## src/llsp_pkg.sv

```systemverilog
`timescale 1ns / 1ps
// ----------------------------------------------------------------------------
// llsp_pkg
// Shared widths, codes and types of the least loaded server picker.
// ----------------------------------------------------------------------------
package llsp_pkg;

  localparam int MAX_SERVERS = 16;
  localparam int IDX_W       = (MAX_SERVERS > 1) ? $clog2(MAX_SERVERS) : 1;

  localparam int OP_W     = 2;
  localparam int STATUS_W = 2;
  localparam int ID_W     = 16;
  localparam int IDLE_W   = 7;
  localparam int SESS_W   = 15;
  localparam int SUM_W    = SESS_W + 1;
  localparam int USES_W   = 32;

  localparam logic [ID_W-1:0] NO_SERVER = 16'hFFFF;

  typedef enum logic [OP_W-1:0] {
    OP_UPDATE = 2'd0,
    OP_REMOVE = 2'd1,
    OP_PICK   = 2'd2
  } op_t;

  typedef enum logic [STATUS_W-1:0] {
    ST_OK    = 2'd0,
    ST_EMPTY = 2'd1,
    ST_FULL  = 2'd2
  } status_t;

  typedef enum logic [1:0] {
    S_IDLE  = 2'd0,
    S_SCAN  = 2'd1,
    S_APPLY = 2'd2
  } state_t;

  typedef enum logic [1:0] {
    CMD_WRITE = 2'd0,
    CMD_CLEAR = 2'd1,
    CMD_INC   = 2'd2
  } cmd_kind_t;

  // scan token handed from cell to cell
  typedef struct packed {
    logic              hit;
    logic [IDX_W-1:0]  hit_idx;
    logic              free;
    logic [IDX_W-1:0]  free_idx;
    logic              found;
    logic [IDX_W-1:0]  best_idx;
    logic [IDLE_W-1:0] best_idle;
    logic [SUM_W-1:0]  best_sum;
    logic [SESS_W-1:0] best_total;
    logic [ID_W-1:0]   best_id;
    logic [USES_W-1:0] best_uses;
  } tok_t;

  // table write command broadcast to all cells
  typedef struct packed {
    logic              en;
    cmd_kind_t         kind;
    logic [IDX_W-1:0]  slot;
    logic [ID_W-1:0]   id;
    logic [IDLE_W-1:0] idle;
    logic [SESS_W-1:0] cur;
    logic [SESS_W-1:0] total;
    logic [USES_W-1:0] uses;
  } cmd_t;

endpackage

```

## src/llsp_cell.sv

```systemverilog
`timescale 1ns / 1ps
// ----------------------------------------------------------------------------
// llsp_cell
// One table slot: holds a server report and folds it into the passing token.
// ----------------------------------------------------------------------------
module llsp_cell
  import llsp_pkg::*;
(
  input  logic             clk,
  input  logic             rst_n,
  input  logic [IDX_W-1:0] cell_idx,
  input  logic [ID_W-1:0]  req_id,
  input  cmd_t             cmd,
  input  logic             tk_vld_in,
  input  tok_t             tk_in,
  output logic             tk_vld_out,
  output tok_t             tk_out
);

  logic              valid_r, valid_nxt;
  logic [ID_W-1:0]   id_r;
  logic [IDLE_W-1:0] idle_r;
  logic [SESS_W-1:0] cur_r;
  logic [SESS_W-1:0] total_r;
  logic [USES_W-1:0] uses_r;
  logic              tk_vld_r;
  tok_t              tk_r, tk_nxt;
  logic              sel;
  logic [SUM_W-1:0]  sum;
  logic              better;

  assign sel = cmd.en && (cmd.slot == cell_idx);
  assign sum = {1'b0, cur_r} + {1'b0, total_r};

  always_comb begin
    if (idle_r != tk_in.best_idle) begin
      better = idle_r > tk_in.best_idle;
    end else if (sum != tk_in.best_sum) begin
      better = sum < tk_in.best_sum;
    end else if (total_r != tk_in.best_total) begin
      better = total_r < tk_in.best_total;
    end else begin
      better = id_r < tk_in.best_id;
    end
  end

  always_comb begin
    tk_nxt = tk_in;
    if (!tk_in.hit && valid_r && (id_r == req_id)) begin
      tk_nxt.hit     = 1'b1;
      tk_nxt.hit_idx = cell_idx;
    end
    if (!tk_in.free && !valid_r) begin
      tk_nxt.free     = 1'b1;
      tk_nxt.free_idx = cell_idx;
    end
    if (valid_r && (!tk_in.found || better)) begin
      tk_nxt.found      = 1'b1;
      tk_nxt.best_idx   = cell_idx;
      tk_nxt.best_idle  = idle_r;
      tk_nxt.best_sum   = sum;
      tk_nxt.best_total = total_r;
      tk_nxt.best_id    = id_r;
      tk_nxt.best_uses  = uses_r;
    end
  end

  always_comb begin
    valid_nxt = valid_r;
    if (sel) begin
      case (cmd.kind)
        CMD_WRITE: valid_nxt = 1'b1;
        CMD_CLEAR: valid_nxt = 1'b0;
        default:   valid_nxt = valid_r;
      endcase
    end
  end

  always_ff @(posedge clk) begin
    if (!rst_n) begin
      valid_r  <= 1'b0;
      tk_vld_r <= 1'b0;
    end else begin
      valid_r  <= valid_nxt;
      tk_vld_r <= tk_vld_in;
    end
  end

  always_ff @(posedge clk) begin
    if (tk_vld_in) begin
      tk_r <= tk_nxt;
    end
    if (sel && (cmd.kind == CMD_WRITE)) begin
      id_r    <= cmd.id;
      idle_r  <= cmd.idle;
      cur_r   <= cmd.cur;
      total_r <= cmd.total;
      uses_r  <= cmd.uses;
    end else if (sel && (cmd.kind == CMD_INC)) begin
      uses_r <= uses_r + USES_W'(1);
    end
  end

  assign tk_vld_out = tk_vld_r;
  assign tk_out     = tk_r;

endmodule

```

## config.mk

```make
export PLATFORM = sky130hd
export DESIGN_NAME = llsp_cell
export DESIGN_NICKNAME = d
export VERILOG_FILES = /design/src/llsp_pkg.sv /design/src/llsp_cell.sv
export SDC_FILE = /design/constraint.sdc
export NUM_CORES = 1
export LEC_CHECK = 0
export BUFFER_PORTS_ARGS = -buffer_cell sky130_fd_sc_hd__buf_2
export CAP_MARGIN = 25
export CORE_ASPECT_RATIO = 0.6
export CORE_UTILIZATION = 38
export CTS_CLUSTER_DIAMETER = 120
export DETAILED_ROUTE_END_ITERATION = 10
export SYNTH_ARGS = -nofsm -noshare
export SYNTH_HDL_FRONTEND = slang
export SYNTH_SLANG_ARGS = --single-unit
```

## constraint.sdc

```tcl
create_clock -name clk -period 6.1 [get_ports clk]
set_clock_uncertainty 0.2 [all_clocks]
set_input_delay 0.61 -clock clk [delete_from_list [all_inputs] [get_ports clk]]
set_output_delay 0.61 -clock clk [all_outputs]
set_load 0.02 [all_outputs]
```

==> results.json <==
{
  "clock_path_buffers": 2,
  "core_area_sq_um": 25730,
  "path_clk_slew_ns": 0.08,
  "met1_track_demand_over_resource_in_global_routing_pct": 29.53,
  "numPortBuffers": 317,
  "min_period_ns": 5.529,
  "arrival_ns": 5.53,
  "tritoncts": "done",
  "worstPathRequired_ns": 6.10,
  "placementRows": 45,
  "dpl-instance-area_sq_um": 12150,
  "maxSlewHeadroom_pct": 40.63,
  "post_synth_instance_area_sq_um": 10150,
  "ys_seq_elements": 188,
  "die_height_um": 128.6,
  "synthDominantAreaCellType": "edfxtp_1",
  "largest_net_degree_at_the_start_of_global_routing": 62,
  "final_min_period_over_clock_period_pct": 90.64,
  "yosys_warnings": 0,
  "yosysMostFrequentCell": "edfxtp_1",
  "p_leak_nw": 5.285,
  "antenna_violating_nets_post_route": 0,
  "netlist_instances": 759,
  "netlist_top_cells_area": "edfxtp_1 55%, ha_1 8.5%, mux2_4 7.4%",
  "async_reset_ff_share_pct": 0,
  "vias_per_cell": 4.982,
  "timing.hold.ws_ns": 0.1286,
  "globalRoute.busiestLayer": "met1",
  "drt_wl_total_um": 28070,
  "gp_routability_congestion": 0.9092,
  "drv_cap": 0,
  "layout.area.seq_sq_um": 5625,
  "final_setup_violation_count": 0,
  "count_of_buffers_added_by_post_cts_timing_repair_for_setup": 0,
  "fill_cell_instance_count_of_the_final_layout": 2295,
  "multi_input_comb_area_sq_um": 4158,
  "worstMarginPinSlew_ns": 0.8884,
  "clockRootBuffer": "clkbuf_16",
  "fin_tns_setup_ns": 0,
  "detailedRoute.firstIterationViolations": 500,
  "post_synth_edffs": 186,
  "synth.cells.most_frequent": "186 x edfxtp_1, 69 x ha_1, 66 x inv_1",
  "hold_path.class": "input pin to register",
  "ys.flop_type": "edfxtp_1",
  "final-hold-violation-count": 0,
  "cts_sinks": 188,
  "synth.top_cell.area_share_pct": 55.01,
  "final.setup.worst_slack_ns": 0.5710,
  "holdBufCountCts": 0,
  "ir_drop_mv": 0.1532,
  "drc": 0,
  "design.portCount": 318,
  "grt_pass1_wl_um": 40510,
  "grt.total_usage_pct": 20.40,
  "finalMaxSlewViolations": 0,
  "synthesis.area_per_instance_sq_um": 13.38,
  "synth.net_count": 1045,
  "pwr_density_cell_nw_per_um2": 238.0,
  "detailed_place_hpwl_um": 21550,
  "grt_antenna_before_repair": 7,
  "synth_cell_type_count": 55,
  "timing.critical_path.slowest_stage_cell": "nor4_1",
  "critical_path.max_fanout": 52,
  "timing.reg2reg.setup_slack_ns": 0.57,
  "cts_made_buffers": 17,
  "grt_overflow_total": 0,
  "drt_pre_antenna_iters": 5,
  "die_w_um": 213.0,
  "cp_slowest_stage_delay_ns": 0.47,
  "cts_resized": 0,
  "p_r_area_growth_vs_syn_pct": 25.98,
  "cp_num_buf_inv": 1,
  "cpLargestDelayFamily": "compound AO/OA/AOI/OAI gates",
  "max_clock_freq_ghz": 0.1809,
  "initial_utilization_pct": 39.46,
  "path_cells": "ha_1 -> fa_1 -> a211oi_1 -> nor2_1 -> nor4_1 -> o31ai_1 -> o41a_1 -> o41ai_1 -> ha_1 -> nor2b_1 -> o21ai_0 -> o21ai_0 -> a211oi_1 -> o211ai_1 -> o2bb2ai_4 -> buf_12 -> mux2_2",
  "via_count": 7234,
  "route.detailed.wl_per_inst_um": 19.33,
  "post-route-util_pct": 49.71,
  "layout-drive-gt1-share_pct": 41.80,
  "grt_use_met2_pct": 28.84,
  "final_net_count": 1371,
  "die-area_sq_um": 27400,
  "critPathCaptureType": "register",
  "nature_of_the_critical_path_startpoint": "register",
  "setup_repair_after_global_routing_missed_its_margin": "false",
  "result_of_the_run": "complete, no violations",
  "met3_usage_pct": 6.468,
  "type_of_the_worst_setup_path": "register to register",
  "clock_latency_ns": 0.45,
  "grt_pass1_vias": 6826,
  "design_area_sq_um": 12790,
  "htree_num_levels": 4,
  "ys_seq_area_share_pct": 55.40,
  "worst_setup_timing_slack_at_the_placement_stage_ns": 0.7086
}
-- sequential cells by signal, summed over array words and instances (netlist names) --
name,flops
total_r,15
id_r,16
tk_out,101
idle_r,7
valid_r,1
uses_r,32
tk_vld_out,1
cur_r,15
-- per-layer routing --
layer,vias up,routed length [um]
met5,-,68
met4,10,444
met3,36,2092
met2,243,11840
met1,3461,13620
li1,3484,-
-- final timing paths --
kind | start | to | depth (start not counted)
worst max-delay path | total_r[0] | tk_out[66] | 17
worst min-delay path | cmd[36] | total_r[4] | 1
worst max register to register | total_r[0] | tk_out[66] | 17
worst min register to register | idle_r[0] | tk_out[79] | 1
-- where the power goes --
group          internal (mW)  switching, mW
logic                  0.154          0.180
clock network          0.696          0.526
registers               1.47         0.0167
-- kinds of logic after synthesis --
| logic type | synth area share, % |
|---|---|
| flops | 55.40 |
| buf+inv | 3.746 |
| mux | 12.83 |
| fa+ha+maj | 8.700 |
| xor+xnor | 5.003 |
| compound gates | 7.172 |
| simple gates | 7.147 |
-- layout by cell type (no fill, tap or decap), types with 6 or more instances in the layout --
master / n
a211oi_1: 9
nand2_1: 46
nand3_1: 18
nor2b_1: 6
nor4_1: 8
a21oi_1: 15
xnor2_1: 40
buf_2: 316
nor3_1: 7
ha_1: 69
nor2_1: 28
clkbuf_16: 17
o21ai_0: 49
edfxtp_1: 186
nand4_1: 13
a21o_1: 7
mux2_2: 44
xor2_1: 18
inv_1: 66
mux2_4: 50
-- area by class of cell --
cell class              count  share of cell area (%)
flip-flops and latches    188                   43.98
diodes                      2                 0.03913
clock inverters            14                   1.614
multi-input cells         488                   32.51
inverters                  66                   1.937
well taps                 352                   3.443
clock buffers              18                   3.355
repair buffers            324                   13.13
-- metrics by stage --
step,instances,power (mW)
3_3_place_gp,1418,1.847
4_1_cts,1450,3.077
3_5_place_dp,1418,1.850
2_1_floorplan,759,1.685
6_report,1452,3.044
5_1_grt,1452,3.154
No activity file was read; power rests on OpenSTA's default activity.
